## src/tac_pkg.sv

```systemverilog
// Shared types, constants and the solve/verify micro-program for the touch calibration block.
package tac_pkg;

    localparam int RAW_BITS_DEF  = 12;
    localparam int FRAC_BITS_DEF = 16;
    localparam int ACC_W         = 64;
    localparam int A_W           = 32;
    localparam int COEF_W        = 32;
    localparam int NUM_COEF      = 6;
    localparam int UPC_W         = 6;
    localparam int CFG_IDX_W     = 3;
    localparam int CFG_DATA_W    = 9;
    localparam int SCR_X_W       = 9;
    localparam int SCR_Y_W       = 8;
    localparam int VERIFY_RADIUS = 25;

    localparam logic [UPC_W-1:0] PC_SOLVE  = 6'd0;
    localparam logic [UPC_W-1:0] PC_VERIFY = 6'd47;

    typedef enum logic [2:0] {
        STAT_STORED     = 3'd0,
        STAT_DEGENERATE = 3'd1,
        STAT_VERIFIED   = 3'd2,
        STAT_FAILED     = 3'd3,
        STAT_CLEARED    = 3'd4
    } t_status;

    typedef enum logic [CFG_IDX_W-1:0] {
        CFG_T0X = 3'd0,
        CFG_T0Y = 3'd1,
        CFG_T1X = 3'd2,
        CFG_T1Y = 3'd3,
        CFG_T2X = 3'd4,
        CFG_T2Y = 3'd5,
        CFG_VX  = 3'd6,
        CFG_VY  = 3'd7
    } t_cfg_reg;

    typedef enum logic [2:0] {
        ST_IDLE,
        ST_RUN,
        ST_ACC,
        ST_DIV,
        ST_DONE
    } t_state;

    typedef enum logic [2:0] {
        UOP_MAC,
        UOP_DIV,
        UOP_CHKDET,
        UOP_ENDSOLVE,
        UOP_ENDVERIFY
    } t_kind;

    typedef enum logic [5:0] {
        SRC_ONE, SRC_FONE,
        SRC_RX0, SRC_RY0, SRC_RX1, SRC_RY1, SRC_RX2, SRC_RY2,
        SRC_PX, SRC_PY,
        SRC_T0X, SRC_T0Y, SRC_T1X, SRC_T1Y, SRC_T2X, SRC_T2Y, SRC_VX, SRC_VY,
        SRC_DX12, SRC_DY12, SRC_C, SRC_DET, SRC_DS, SRC_E, SRC_F, SRC_NUM,
        SRC_DX, SRC_DY,
        SRC_K0, SRC_K1, SRC_K2, SRC_K3, SRC_K4, SRC_K5
    } t_src;

    typedef enum logic [3:0] {
        DST_DX12, DST_DY12, DST_C, DST_DET, DST_DS, DST_E, DST_F, DST_NUM,
        DST_DX, DST_DY
    } t_dst;

    typedef struct packed {
        t_kind      kind;
        t_src       a;
        t_src       b;
        logic       neg;
        logic       first;
        logic       last;
        t_dst       dst;
        logic [2:0] coef;
    } t_uop;

    typedef struct packed {
        logic       store_pt;
        logic [1:0] pt_idx;
        logic       load_probe;
        logic       mul;
        logic       acc;
        logic       div_start;
        logic       coef_we;
        logic       load_out;
        logic       give;
        t_uop       uop;
    } t_dp_cmd;

    typedef struct packed {
        logic det_zero;
        logic verify_pass;
        logic div_done;
    } t_dp_stat;

    function automatic t_uop mk(t_kind k, t_src a, t_src b, logic neg, logic first,
                                logic last, t_dst d, logic [2:0] ci);
        t_uop u;
        u.kind  = k;
        u.a     = a;
        u.b     = b;
        u.neg   = neg;
        u.first = first;
        u.last  = last;
        u.dst   = d;
        u.coef  = ci;
        return u;
    endfunction

    // One axis of the solve: the target difference and cross terms, the three numerators, three divides.
    function automatic t_uop axis_op(logic [4:0] k, logic axis);
        t_src       t0;
        t_src       t1;
        t_src       t2;
        logic [2:0] cb;
        t_uop       u;
        t0 = axis ? SRC_T0Y : SRC_T0X;
        t1 = axis ? SRC_T1Y : SRC_T1X;
        t2 = axis ? SRC_T2Y : SRC_T2X;
        cb = axis ? 3'd3 : 3'd0;
        case (k)
            5'd0:    u = mk(UOP_MAC, SRC_ONE, t1,       1'b0, 1'b1, 1'b0, DST_DS,  3'd0);
            5'd1:    u = mk(UOP_MAC, SRC_ONE, t2,       1'b1, 1'b0, 1'b1, DST_DS,  3'd0);
            5'd2:    u = mk(UOP_MAC, SRC_RY1, t2,       1'b0, 1'b1, 1'b0, DST_E,   3'd0);
            5'd3:    u = mk(UOP_MAC, SRC_RY2, t1,       1'b1, 1'b0, 1'b1, DST_E,   3'd0);
            5'd4:    u = mk(UOP_MAC, SRC_RX1, t2,       1'b0, 1'b1, 1'b0, DST_F,   3'd0);
            5'd5:    u = mk(UOP_MAC, SRC_RX2, t1,       1'b1, 1'b0, 1'b1, DST_F,   3'd0);
            5'd6:    u = mk(UOP_MAC, t0,      SRC_DY12, 1'b0, 1'b1, 1'b0, DST_NUM, 3'd0);
            5'd7:    u = mk(UOP_MAC, SRC_RY0, SRC_DS,   1'b1, 1'b0, 1'b0, DST_NUM, 3'd0);
            5'd8:    u = mk(UOP_MAC, SRC_ONE, SRC_E,    1'b1, 1'b0, 1'b1, DST_NUM, 3'd0);
            5'd9:    u = mk(UOP_DIV, SRC_ONE, SRC_ONE,  1'b0, 1'b0, 1'b0, DST_NUM, cb);
            5'd10:   u = mk(UOP_MAC, SRC_RX0, SRC_DS,   1'b0, 1'b1, 1'b0, DST_NUM, 3'd0);
            5'd11:   u = mk(UOP_MAC, t0,      SRC_DX12, 1'b1, 1'b0, 1'b0, DST_NUM, 3'd0);
            5'd12:   u = mk(UOP_MAC, SRC_ONE, SRC_F,    1'b0, 1'b0, 1'b1, DST_NUM, 3'd0);
            5'd13:   u = mk(UOP_DIV, SRC_ONE, SRC_ONE,  1'b0, 1'b0, 1'b0, DST_NUM, cb + 3'd1);
            5'd14:   u = mk(UOP_MAC, SRC_RX0, SRC_E,    1'b0, 1'b1, 1'b0, DST_NUM, 3'd0);
            5'd15:   u = mk(UOP_MAC, SRC_RY0, SRC_F,    1'b1, 1'b0, 1'b0, DST_NUM, 3'd0);
            5'd16:   u = mk(UOP_MAC, t0,      SRC_C,    1'b0, 1'b0, 1'b1, DST_NUM, 3'd0);
            5'd17:   u = mk(UOP_DIV, SRC_ONE, SRC_ONE,  1'b0, 1'b0, 1'b0, DST_NUM, cb + 3'd2);
            default: u = mk(UOP_ENDSOLVE, SRC_ONE, SRC_ONE, 1'b0, 1'b0, 1'b0, DST_NUM, 3'd0);
        endcase
        return u;
    endfunction

    function automatic t_uop uop_at(logic [UPC_W-1:0] pc);
        t_uop u;
        if (pc <= 6'd9) begin
            case (pc)
                6'd0: u = mk(UOP_MAC, SRC_ONE, SRC_RX1,  1'b0, 1'b1, 1'b0, DST_DX12, 3'd0);
                6'd1: u = mk(UOP_MAC, SRC_ONE, SRC_RX2,  1'b1, 1'b0, 1'b1, DST_DX12, 3'd0);
                6'd2: u = mk(UOP_MAC, SRC_ONE, SRC_RY1,  1'b0, 1'b1, 1'b0, DST_DY12, 3'd0);
                6'd3: u = mk(UOP_MAC, SRC_ONE, SRC_RY2,  1'b1, 1'b0, 1'b1, DST_DY12, 3'd0);
                6'd4: u = mk(UOP_MAC, SRC_RX1, SRC_RY2,  1'b0, 1'b1, 1'b0, DST_C,    3'd0);
                6'd5: u = mk(UOP_MAC, SRC_RX2, SRC_RY1,  1'b1, 1'b0, 1'b1, DST_C,    3'd0);
                6'd6: u = mk(UOP_MAC, SRC_RX0, SRC_DY12, 1'b0, 1'b1, 1'b0, DST_DET,  3'd0);
                6'd7: u = mk(UOP_MAC, SRC_RY0, SRC_DX12, 1'b1, 1'b0, 1'b0, DST_DET,  3'd0);
                6'd8: u = mk(UOP_MAC, SRC_ONE, SRC_C,    1'b0, 1'b0, 1'b1, DST_DET,  3'd0);
                default: u = mk(UOP_CHKDET, SRC_ONE, SRC_ONE, 1'b0, 1'b0, 1'b0, DST_DET, 3'd0);
            endcase
        end else if (pc <= 6'd27) begin
            u = axis_op(5'(pc - 6'd10), 1'b0);
        end else if (pc <= 6'd45) begin
            u = axis_op(5'(pc - 6'd28), 1'b1);
        end else if (pc == 6'd46) begin
            u = mk(UOP_ENDSOLVE, SRC_ONE, SRC_ONE, 1'b0, 1'b0, 1'b0, DST_NUM, 3'd0);
        end else begin
            case (pc)
                6'd47: u = mk(UOP_MAC, SRC_PX,  SRC_K0,   1'b0, 1'b1, 1'b0, DST_DX,  3'd0);
                6'd48: u = mk(UOP_MAC, SRC_PY,  SRC_K1,   1'b0, 1'b0, 1'b0, DST_DX,  3'd0);
                6'd49: u = mk(UOP_MAC, SRC_ONE, SRC_K2,   1'b0, 1'b0, 1'b0, DST_DX,  3'd0);
                6'd50: u = mk(UOP_MAC, SRC_VX,  SRC_FONE, 1'b1, 1'b0, 1'b1, DST_DX,  3'd0);
                6'd51: u = mk(UOP_MAC, SRC_PX,  SRC_K3,   1'b0, 1'b1, 1'b0, DST_DY,  3'd0);
                6'd52: u = mk(UOP_MAC, SRC_PY,  SRC_K4,   1'b0, 1'b0, 1'b0, DST_DY,  3'd0);
                6'd53: u = mk(UOP_MAC, SRC_ONE, SRC_K5,   1'b0, 1'b0, 1'b0, DST_DY,  3'd0);
                6'd54: u = mk(UOP_MAC, SRC_VY,  SRC_FONE, 1'b1, 1'b0, 1'b1, DST_DY,  3'd0);
                6'd55: u = mk(UOP_MAC, SRC_DX,  SRC_DX,   1'b0, 1'b1, 1'b0, DST_NUM, 3'd0);
                6'd56: u = mk(UOP_MAC, SRC_DY,  SRC_DY,   1'b0, 1'b0, 1'b1, DST_NUM, 3'd0);
                default: u = mk(UOP_ENDVERIFY, SRC_ONE, SRC_ONE, 1'b0, 1'b0, 1'b0, DST_NUM, 3'd0);
            endcase
        end
        return u;
    endfunction

endpackage

```

## src/tac_ctrl.sv

```systemverilog
// Controller: handshakes, point count and the micro-program sequencer.
module tac_ctrl (
    input  logic               i_clk,
    input  logic               i_rst_n,
    input  logic               i_in_valid,
    output logic               o_in_stall,
    input  logic               i_restart,
    output logic               o_out_valid,
    input  logic               i_out_stall,
    output logic [2:0]         o_status,
    output logic [1:0]         o_points_taken,
    output tac_pkg::t_dp_cmd   o_cmd,
    input  tac_pkg::t_dp_stat  i_stat
);

    tac_pkg::t_state             r_state, n_state;
    logic [tac_pkg::UPC_W-1:0]   r_upc, n_upc;
    logic [1:0]                  r_count, n_count;
    tac_pkg::t_status            r_status, n_status;
    logic                        r_give, n_give;
    logic                        r_out_valid, n_out_valid;
    tac_pkg::t_status            r_out_status;
    logic [1:0]                  r_out_points;

    tac_pkg::t_uop               w_uop;
    logic                        w_accept;
    logic                        w_load;

    assign w_uop    = tac_pkg::uop_at(r_upc);
    assign w_accept = i_in_valid && (r_state == tac_pkg::ST_IDLE);
    assign w_load   = (r_state == tac_pkg::ST_DONE) && (!r_out_valid || !i_out_stall);

    // next state
    always_comb begin
        n_state  = r_state;
        n_upc    = r_upc;
        n_count  = r_count;
        n_status = r_status;
        n_give   = r_give;
        unique case (r_state)
            tac_pkg::ST_IDLE: begin
                if (w_accept) begin
                    if (i_restart) begin
                        n_count  = 2'd0;
                        n_status = tac_pkg::STAT_CLEARED;
                        n_give   = 1'b0;
                        n_state  = tac_pkg::ST_DONE;
                    end else if (r_count == 2'd3) begin
                        n_count = 2'd0;
                        n_upc   = tac_pkg::PC_VERIFY;
                        n_state = tac_pkg::ST_RUN;
                    end else begin
                        n_count = r_count + 2'd1;
                        if (r_count == 2'd2) begin
                            n_upc   = tac_pkg::PC_SOLVE;
                            n_state = tac_pkg::ST_RUN;
                        end else begin
                            n_status = tac_pkg::STAT_STORED;
                            n_give   = 1'b0;
                            n_state  = tac_pkg::ST_DONE;
                        end
                    end
                end
            end
            tac_pkg::ST_RUN: begin
                unique case (w_uop.kind)
                    tac_pkg::UOP_MAC: n_state = tac_pkg::ST_ACC;
                    tac_pkg::UOP_DIV: n_state = tac_pkg::ST_DIV;
                    tac_pkg::UOP_CHKDET: begin
                        if (i_stat.det_zero) begin
                            n_count  = 2'd0;
                            n_status = tac_pkg::STAT_DEGENERATE;
                            n_give   = 1'b0;
                            n_state  = tac_pkg::ST_DONE;
                        end else begin
                            n_upc = r_upc + 1'b1;
                        end
                    end
                    tac_pkg::UOP_ENDSOLVE: begin
                        n_status = tac_pkg::STAT_STORED;
                        n_give   = 1'b0;
                        n_state  = tac_pkg::ST_DONE;
                    end
                    tac_pkg::UOP_ENDVERIFY: begin
                        n_status = i_stat.verify_pass ? tac_pkg::STAT_VERIFIED
                                                      : tac_pkg::STAT_FAILED;
                        n_give   = i_stat.verify_pass;
                        n_state  = tac_pkg::ST_DONE;
                    end
                    default: n_state = tac_pkg::ST_DONE;
                endcase
            end
            tac_pkg::ST_ACC: begin
                n_upc   = r_upc + 1'b1;
                n_state = tac_pkg::ST_RUN;
            end
            tac_pkg::ST_DIV: begin
                if (i_stat.div_done) begin
                    n_upc   = r_upc + 1'b1;
                    n_state = tac_pkg::ST_RUN;
                end
            end
            tac_pkg::ST_DONE: begin
                if (w_load) begin
                    n_state = tac_pkg::ST_IDLE;
                end
            end
            default: n_state = tac_pkg::ST_IDLE;
        endcase
    end

    // outputs
    always_comb begin
        o_cmd            = '0;
        o_cmd.uop        = w_uop;
        o_cmd.store_pt   = w_accept && !i_restart && (r_count != 2'd3);
        o_cmd.pt_idx     = r_count;
        o_cmd.load_probe = w_accept && !i_restart && (r_count == 2'd3);
        o_cmd.mul        = (r_state == tac_pkg::ST_RUN) && (w_uop.kind == tac_pkg::UOP_MAC);
        o_cmd.acc        = (r_state == tac_pkg::ST_ACC);
        o_cmd.div_start  = (r_state == tac_pkg::ST_RUN) && (w_uop.kind == tac_pkg::UOP_DIV);
        o_cmd.coef_we    = (r_state == tac_pkg::ST_DIV) && i_stat.div_done;
        o_cmd.load_out   = w_load;
        o_cmd.give       = r_give;
        n_out_valid      = w_load || (r_out_valid && i_out_stall);
    end

    always_ff @(posedge i_clk) begin
        if (!i_rst_n) begin
            r_state     <= tac_pkg::ST_IDLE;
            r_upc       <= '0;
            r_count     <= 2'd0;
            r_status    <= tac_pkg::STAT_STORED;
            r_give      <= 1'b0;
            r_out_valid <= 1'b0;
        end else begin
            r_state     <= n_state;
            r_upc       <= n_upc;
            r_count     <= n_count;
            r_status    <= n_status;
            r_give      <= n_give;
            r_out_valid <= n_out_valid;
        end
    end

    always_ff @(posedge i_clk) begin
        if (w_load) begin
            r_out_status <= r_status;
            r_out_points <= r_count;
        end
    end

    assign o_in_stall     = (r_state != tac_pkg::ST_IDLE);
    assign o_out_valid    = r_out_valid;
    assign o_status       = r_out_status;
    assign o_points_taken = r_out_points;

    a_stored_has_points: assert property (@(posedge i_clk) disable iff (!i_rst_n)
        (r_out_valid && (r_out_status == tac_pkg::STAT_STORED)) |-> (r_out_points != 2'd0))
        else $error("stored item reports no points");

    a_other_clears_points: assert property (@(posedge i_clk) disable iff (!i_rst_n)
        (r_out_valid && (r_out_status != tac_pkg::STAT_STORED)) |-> (r_out_points == 2'd0))
        else $error("non-store item keeps points");

    a_div_state_op: assert property (@(posedge i_clk) disable iff (!i_rst_n)
        (r_state == tac_pkg::ST_DIV) |-> (w_uop.kind == tac_pkg::UOP_DIV))
        else $error("divide wait on a non-divide op");

    a_acc_after_run: assert property (@(posedge i_clk) disable iff (!i_rst_n)
        (r_state == tac_pkg::ST_ACC) |-> ($past(r_state) == tac_pkg::ST_RUN))
        else $error("accumulate without multiply");

endmodule
```

## config.mk

```make
export PLATFORM = sky130hd
export DESIGN_NAME = tac_ctrl
export DESIGN_NICKNAME = d
export VERILOG_FILES = /design/src/tac_pkg.sv /design/src/tac_ctrl.sv
export SDC_FILE = /design/constraint.sdc
export NUM_CORES = 1
export LEC_CHECK = 0
export BUFFER_PORTS_ARGS = -buffer_cell sky130_fd_sc_hd__buf_2
export CORE_MARGIN = 3
export CORE_UTILIZATION = 48
export DETAILED_ROUTE_END_ITERATION = 10
export PLACE_DENSITY = 0.69
export SLEW_MARGIN = 30
export SYNTH_ARGS = -nofsm -noshare
export SYNTH_HDL_FRONTEND = slang
export SYNTH_SLANG_ARGS = --single-unit
```

## constraint.sdc

```tcl
create_clock -name i_clk -period 7.5 [get_ports i_clk]
set_input_delay 1.5 -clock i_clk [delete_from_list [all_inputs] [get_ports i_clk]]
set_output_delay 1.5 -clock i_clk [all_outputs]
set_load 0.01 [all_outputs]
```

# ---- After elaboration in Yosys (flattened, before gate mapping)
# Memories as Yosys holds them, arrays and structs flattened. A register that Yosys moved wholly into a read port is not among the register bits.
# Cells that the tools add are included.
dict set report word_totals {
  output_inout_bits 42
  word_cells 122
  memories 3
  mem_bits_ro 1392
  reg_bits 21
}
# name words width read_ports rd_ports_with_merged_regs write_ports line
set mem_list {}
lappend mem_list {{(name not given)} 32 19 1 0 0 tac_pkg.sv:125} ;# case (k)
lappend mem_list {{(name not given)} 32 18 1 0 0 tac_pkg.sv:125}
lappend mem_list {{(name not given)} 16 13 1 1 0 tac_pkg.sv:152} ;# case (pc)
dict set report op_classes {
  n_reduce_logical 24
  n_addsub 4
  n_eq_ne 34
  mux 46
  magnitude_cmp 3
}
# op n
set op_table {}
lappend op_table {{one-hot mux 25 bit (10 select lines)} 1}
lappend op_table {{2-to-1 mux 25 bit} 5}
lappend op_table {{== test 6 bit (second input constant)} 11}
lappend op_table {{2-to-1 mux 6 bit} 7}
lappend op_table {{2-to-1 mux 3 bit} 12}
lappend op_table {{one-hot mux 6 bit (4 select lines)} 1}
lappend op_table {{one-hot mux 3 bit (3 select lines)} 2}
lappend op_table {{one-hot mux 3 bit (5 select lines)} 1}
lappend op_table {{!= test 2 bit (second input constant)} 7}
lappend op_table {{== test 3 x 2 -> 1 bit (second input constant)} 4}
lappend op_table {{2-to-1 mux 2 bit} 5}
lappend op_table {{logical AND 1 bit} 9}
lappend op_table {{!= test 3 bit (second input constant)} 3}
lappend op_table {{2-to-1 mux 4 bit} 2}
lappend op_table {{AND reduction 4 bit} 2}
lappend op_table {{AND reduction 7 bit} 1}
lappend op_table {{adder 6 x 1 -> 6 bit (second input constant)} 1}
lappend op_table {{== test 3 x 1 -> 1 bit (second input constant)} 2}
lappend op_table {{== test 3 bit (second input constant)} 2}
lappend op_table {{less-or-equal comparator 6 x 4 -> 1 bit (second input constant)} 1}
lappend op_table {{less-or-equal comparator 6 x 5 -> 1 bit (second input constant)} 1}
lappend op_table {{less-or-equal comparator 6 bit (second input constant)} 1}
lappend op_table {{logical NOT 3 bit} 2}
lappend op_table {{2-to-1 mux 1 bit} 6}
lappend op_table {{18 further kinds} 22}

# ---- Logic depth before layout (Yosys ltp)
# Gate-level depths: netlist of the first run.
dict set report depth {
  word_depth 11
  ltp_mapped 13
  mapped_depth_nobuf 10
}

# ---- Worst setup path after synthesis of the first run
# OpenSTA, ideal clock, no wires.
dict set report synth_timing {
  kind {register to output}
  start {register r_upc[2] (netlist bit)}
  end {output port o_cmd[28] (netlist bit)}
  path_buffers 2
  t_arrival_ps 2787
  slack_ps 3213
  path_stages_with_launch 11
  path_cell_list {dfxtp_1 > inv_1 > clkbuf_1 > ha_1 > buf_2 > nor2b_1 > o21ai_0 > nand2_1 > mux2_4 > or3_4 > nor2_1}
}
# item line
set synth_lines {}
lappend synth_lines {{start: declaration} tac_ctrl.sv:17} ;# logic [tac_pkg::UPC_W-1:0] r_upc, n_upc;
lappend synth_lines {{start signal: assignment} tac_ctrl.sv:138} ;# r_upc <= n_upc;
lappend synth_lines {{end: declaration} tac_ctrl.sv:12} ;# output tac_pkg::t_dp_cmd o_cmd,

==> results.py, run 1 <==
metrics = {
    "outcome": {
        "status": "finished clean",
    },
    "drt": {
        "viasPerCell": 6.36,
        "dr.pass1.iters": 5,
        "drt_wl_total_um": 10800,
        "wire_per_inst_um": 18.3,
        "ant_nets": 0,
        "drc": 0,
        "drt_iter0_drc": 409,
        "num_vias": 3766,
    },
    "logic_synthesis": {
        "postSynthAreaPerCell_um2": 7.33,
        "yosys.area_share.simple": 0.255,
        "synth.most_common_cell": "nand2_1",
        "synthAdderAreaFrac": 0.0815,
        "synth_top_family_by_area": "compound AO/OA/AOI/OAI gates",
        "synth_area_um2": 3500,
        "post-synth-top-area-cell": "dfxtp_1",
        "synthCells": 478,
        "async_reset_ff_frac": 0,
        "synthMuxAreaShare": 0.0507,
        "yosys-top-cells-area": "dfxtp_1 17%, ha_1 7.9%, nand2_1 6.1%",
        "synth_compound_area_frac": 0.313,
        "synth.net_count": 508,
        "synth-seq-cells": 34,
        "ys_types": 76,
        "netlist_top_cells_count": "57 x nand2_1, 51 x nor2_1, 42 x a21oi_1",
        "ys_warn_count": 0,
        "synth_xor_area_frac": 0.0171,
        "netlist.area_leader.share": 0.166,
        "synthFlopType": "dfxtp_1",
        "seq_area_frac_synth": 0.209,
        "synth_edf_count": 5,
    },
    "timing": {
        "relSlewSlack": 0.352,
        "setup_viol_count_final": 0,
        "drv_slew": 0,
        "fin_crit_sh": 0.774,
        "finalWorstPathRequiredPeriod_ns": 5.81,
        "setup_tns_ns": 0,
        "finalClockSkew_ns": 0.00708,
        "worstMarginPinSlew_ns": 0.970,
        "rsz0062_at_grt": "false",
        "clock.fmax_mhz": 172,
        "hold_viol_final": 0,
    },
    "floorplanning": {
        "start_util": 0.504,
        "rows": 30,
        "core_um2": 6940,
        "die-area_um2": 8360,
        "die_x_um": 91.4,
        "io_pins": 50,
        "die_h_um": 91.4,
    },
    "global_route": {
        "grt_pass1_vias": 3336,
        "overflow": 0,
        "grtUsageTotal": 0.252,
        "grt_max_degree": 26,
        "antenna_found_initial": 0,
        "grt_pass1_wl_um": 17200,
    },
    "placement": {
        "placed_cells": 584,
        "portBuffers": 48,
        "dp_hpwl_um": 7770,
        "gp_congestion": 0.957,
    },
    "clock_tree": {
        "cts.sinks": 34,
        "root_buffer": "clkbuf_8",
        "cts_resized": 0,
        "worst_skew_pair.late_latency_ns": 0.29,
        "ctsLongestPathBuffers": 2,
        "cts_tree": "yes",
        "cts_buffers": 5,
        "holdBufCountCts": 0,
        "htree_levels": 2,
        "cts_setup_buffers": 0,
        "path_clk_slew_ns": 0.07,
    },
    "worst_setup_path": {
        "cp.required_ns": 6.00,
        "critPathMaxFanout": 20,
        "critPathKind": "reg2out",
        "crit_path_start_kind": "register",
        "critPathCaptureType": "primary output",
        "worstPathArrival_ns": 4.31,
        "r2r_cells": 10,
    },
    "power": {
        "vdd_ir_drop_max_mv": 0.171,
        "cellLeakagePower_uw": 0.00159,
        "cellPowerDensity_nw_per_um2": 172,
    },
    "worst_hold_path": {
        "hold_depth": 0,
        "hp-class": "reg2reg",
    },
    "finish": {
        "stdcell_count": 592,
        "n_fill_cell": 669,
        "drive_above_1_share": 0.155,
        "area_growth_pct": 7.93,
        "final_nets": 525,
        "antenna_cells": 0,
    },
    "run": {
        "maxCapViolCount": 0,
    },
}
power breakdown:
part / switching, uW / total [uW] / leakage, uW / internal, uW
clock network: 71.4 / 145 / 0.0000472 / 73.8
logic: 166 / 263 / 0.00126 / 97.6
registers: 28.8 / 242 / 0.000283 / 213
area by class of cell:
| class | count | area, um2 | share of cell area |
|---|---|---|---|
| multi-input combinational | 387 | 2520 | 0.666 |
| sequential | 34 | 731 | 0.193 |
| timing repair buffer | 49 | 248 | 0.0655 |
| tap | 96 | 120 | 0.0318 |
| clock buffer | 6 | 82.6 | 0.0218 |
| inverter | 18 | 70.1 | 0.0185 |
| clock inverter | 2 | 12.5 | 0.00331 |
layer usage:
metal / wire length, um / vias up / share of wire / track usage
met5: 0 / - / 0 / 0
met4: 362 / 0 / 0.033 / 0.102
met1: 4510 / 1746 / 0.42 / 0.325
met3: 883 / 32 / 0.082 / 0.0439
met2: 5060 / 216 / 0.47 / 0.415
li1: - / 1772 / - / -
logic make-up (layout without fill, tap and decap cells):
logic type | count (synthesis) | after routing
buf+inv | 57 | 75
mux | 17 | 17
other cells | 1 | 1
fa+ha+maj | 23 | 23
flops | 34 | 34
xor+xnor | 6 | 6
simple gates | 182 | 182
compound gates | 158 | 158
per-stage QoR:
stage          power (uW)  worst slack (ns)  area (um2)  hold slack [ns]  utilization
2_1_floorplan         448              3.21        3500            0.408            -
6_report              650              1.69        3780            0.436        0.544
5_1_grt               691              1.42        3780            0.450        0.544
3_5_place_dp          503              2.15        3680            0.420        0.531
3_3_place_gp          501              2.33        3680            0.421        0.531
4_1_cts               650              1.81        3780            0.438        0.544
final timing paths:
check / startpoint / endpoint / slack, ns
min reg2reg: r_status[0] / o_status[0] / 0.44
min: r_status[0] / o_status[0] / 0.44
max reg2reg: r_upc[2] / register / 2.78
max: r_upc[2] / o_cmd[30] / 1.69
layout by cell type (no fill, tap or decap), drive strengths merged, types with 5 or more instances in the layout:
cell,synthesis,routed
buf,16,49
clkbuf,23,6
o211ai,12,12
a211oi,7,7
ha,22,22
inv,18,18
o31ai,6,6
nand4,5,5
nor2,51,51
a21oi,43,43
nand3,12,12
mux2i,14,14
a31oi,6,6
and2,11,11
nand2,57,57
o21ai,40,40
edfxtp,5,5
dfxtp,29,29
nor2b,5,5
nor3,14,14
critical path: stages, from the launching register on:
cell      delay [ns]
dfxtp_1         0.84
inv_1           0.53
ha_1            0.48
and2_1          0.25
o21bai_1        0.76
a31oi_1         0.23
o211ai_1        0.53
inv_1           0.15
nor2_1          0.12
buf_2           0.13
Power figures use the tool's default switching activity.
==> inputs of run 2 (changes only) <==
- PLACE_DENSITY: 0.69 -> 0.71
- clock period: 7.5 -> 5.25 ns (I/O delays scaled with it)
==> results.py, run 2 (same netlist as run 1, synthesis figures left out) <==
metrics = {
    "global_route": {
        "antenna_found_initial": 0,
        "grt_pass1_wl_um": 17300,
        "grt_max_degree": 26,
        "overflow": 0,
        "grt_pass1_vias": 3363,
        "grtUsageTotal": 0.252,
    },
    "clock_tree": {
        "htree_levels": 2,
        "ctsLongestPathBuffers": 2,
        "cts_tree": "yes",
        "worst_skew_pair.late_latency_ns": 0.28,
        "root_buffer": "clkbuf_8",
        "path_clk_slew_ns": 0.08,
        "cts_setup_buffers": 0,
        "cts.sinks": 34,
        "cts_resized": 0,
        "holdBufCountCts": 0,
        "cts_buffers": 5,
    },
    "power": {
        "cellPowerDensity_nw_per_um2": 241,
        "vdd_ir_drop_max_mv": 0.200,
        "cellLeakagePower_uw": 0.00164,
    },
    "timing": {
        "clock.fmax_mhz": 214,
        "relSlewSlack": 0.417,
        "hold_viol_final": 0,
        "finalClockSkew_ns": 0.00948,
        "setup_tns_ns": 0,
        "worstMarginPinSlew_ns": 0.873,
        "drv_slew": 0,
        "fin_crit_sh": 0.889,
        "finalWorstPathRequiredPeriod_ns": 4.67,
        "setup_viol_count_final": 0,
        "rsz0062_at_grt": "false",
    },
    "drt": {
        "viasPerCell": 6.24,
        "drt_iter0_drc": 428,
        "drt_wl_total_um": 10800,
        "wire_per_inst_um": 18.0,
        "num_vias": 3738,
        "ant_nets": 0,
        "dr.pass1.iters": 5,
        "drc": 0,
    },
    "worst_setup_path": {
        "crit_path_start_kind": "register",
        "r2r_cells": 11,
        "regToRegSetupSlack_ns": 1.31,
        "r2r_start": "r_upc[1]",
        "critPathMaxFanout": 18,
        "path_cells": "buf_4, inv_1, ha_1, nand3b_1, a2111oi_2, o22ai_1, o211ai_1, inv_1, nor2_1, buf_2",
        "cp.required_ns": 4.20,
        "critPathKind": "reg2out",
        "critPathCaptureType": "primary output",
        "cpPeakStageDelay_ns": 0.69,
        "critPathSlowestCell": "ha_1",
        "worstPathArrival_ns": 3.62,
        "cp_common_cell": "inv_1",
    },
    "floorplanning": {
        "die-area_um2": 8360,
        "start_util": 0.504,
        "core_um2": 6940,
        "rows": 30,
        "io_pins": 50,
        "die_h_um": 91.4,
        "die_x_um": 91.4,
    },
    "placement": {
        "dp_hpwl_um": 7870,
        "portBuffers": 48,
        "gp_congestion": 0.939,
    },
    "run": {
        "maxCapViolCount": 0,
    },
    "finish": {
        "seq_area_um2": 731,
        "utilization": 0.553,
        "area_growth_pct": 9.65,
        "final_nets": 532,
        "antenna_cells": 0,
        "multi_input_area_um2": 2520,
        "drive_above_1_share": 0.169,
        "n_fill_cell": 678,
        "layout_common_cells": "57 x nand2_1, 51 x nor2_1, 48 x buf_2",
        "layout_commonest_cell": "nand2_1",
    },
    "worst_hold_path": {
        "hp-class": "reg2reg",
        "min_from": "r_status[0]",
        "holdPathEnd": "o_status[0]",
        "hold_depth": 0,
    },
    "outcome": {
        "status": "finished clean",
    },
}
## run 2: cell types whose count changed in the layout (fill, tap and decap cells not counted), sizes merged
cell	previous run	this run
buf	49	56
## run 2: final cells by class
| type | instances | area share |
|---|---|---|
| Timing Repair Buffer | 56 | 0.0782 |
| Clock inverter | 2 | 0.00326 |
| Inverter | 18 | 0.0182 |
| Sequential cell | 34 | 0.190 |
| Clock buffer | 6 | 0.0215 |
| Multi-Input combinational cell | 387 | 0.657 |
| Tap cell | 96 | 0.0313 |
## run 2: critical path: cells and delay by family (launching register included)
| kind | cells | cell delay, ns |
|---|---|---|
| compound gates | 3 | 1.09 |
| simple gates | 2 | 0.42 |
| buf+inv | 4 | 0.83 |
| fa+ha+maj | 1 | 0.69 |
| flops | 1 | 0.30 |
## run 2: worst max-delay path by stage
| stage | start | to | slack, ns | cells past startpoint |
|---|---|---|---|---|
| 2_1_floorplan | r_upc[2] | o_cmd[28] | 1.41 | 10 |
| 3_3_place_gp | r_upc[1] | o_cmd[28] | 1.08 | 10 |
| 3_5_place_dp | r_upc[1] | o_cmd[30] | 1.0 | 10 |
| 4_1_cts | r_upc[1] | o_cmd[30] | 0.63 | 10 |
| 5_1_grt | r_upc[1] | o_cmd[30] | 0.26 | 10 |
| 6_report | r_upc[1] | o_cmd[30] | 0.58 | 10 |
## run 2: metrics by stage
stage | setup WS [ns] | hold slack [ns] | cells | instance area (um2) | total power (uW)
finish | 0.581 | 0.444 | 599 | 3840 | 927
global route | 0.265 | 0.461 | 599 | 3840 | 985
CTS | 0.634 | 0.448 | 599 | 3830 | 923
detailed placement | 0.996 | 0.425 | 591 | 3740 | 721
global placement | 1.08 | 0.419 | 591 | 3740 | 715
floorplan | 1.41 | 0.408 | 478 | 3500 | 640
## run 2: metal layers
metal / global-route usage / wire [um] / vias up
met5: 0 / 0 / -
met4: 0.0867 / 274 / 0
met3: 0.0497 / 1040 / 23
met2: 0.377 / 4760 / 226
met1: 0.357 / 4680 / 1708
li1: - / - / 1781
## run 2: report_power, final
| part | leakage, uW | total (uW) | switching [uW] | internal [uW] |
|---|---|---|---|---|
| clock | 0.0000472 | 203 | 97.8 | 105 |
| sequential | 0.000283 | 341 | 37.0 | 304 |
| combinational | 0.00131 | 382 | 241 | 141 |
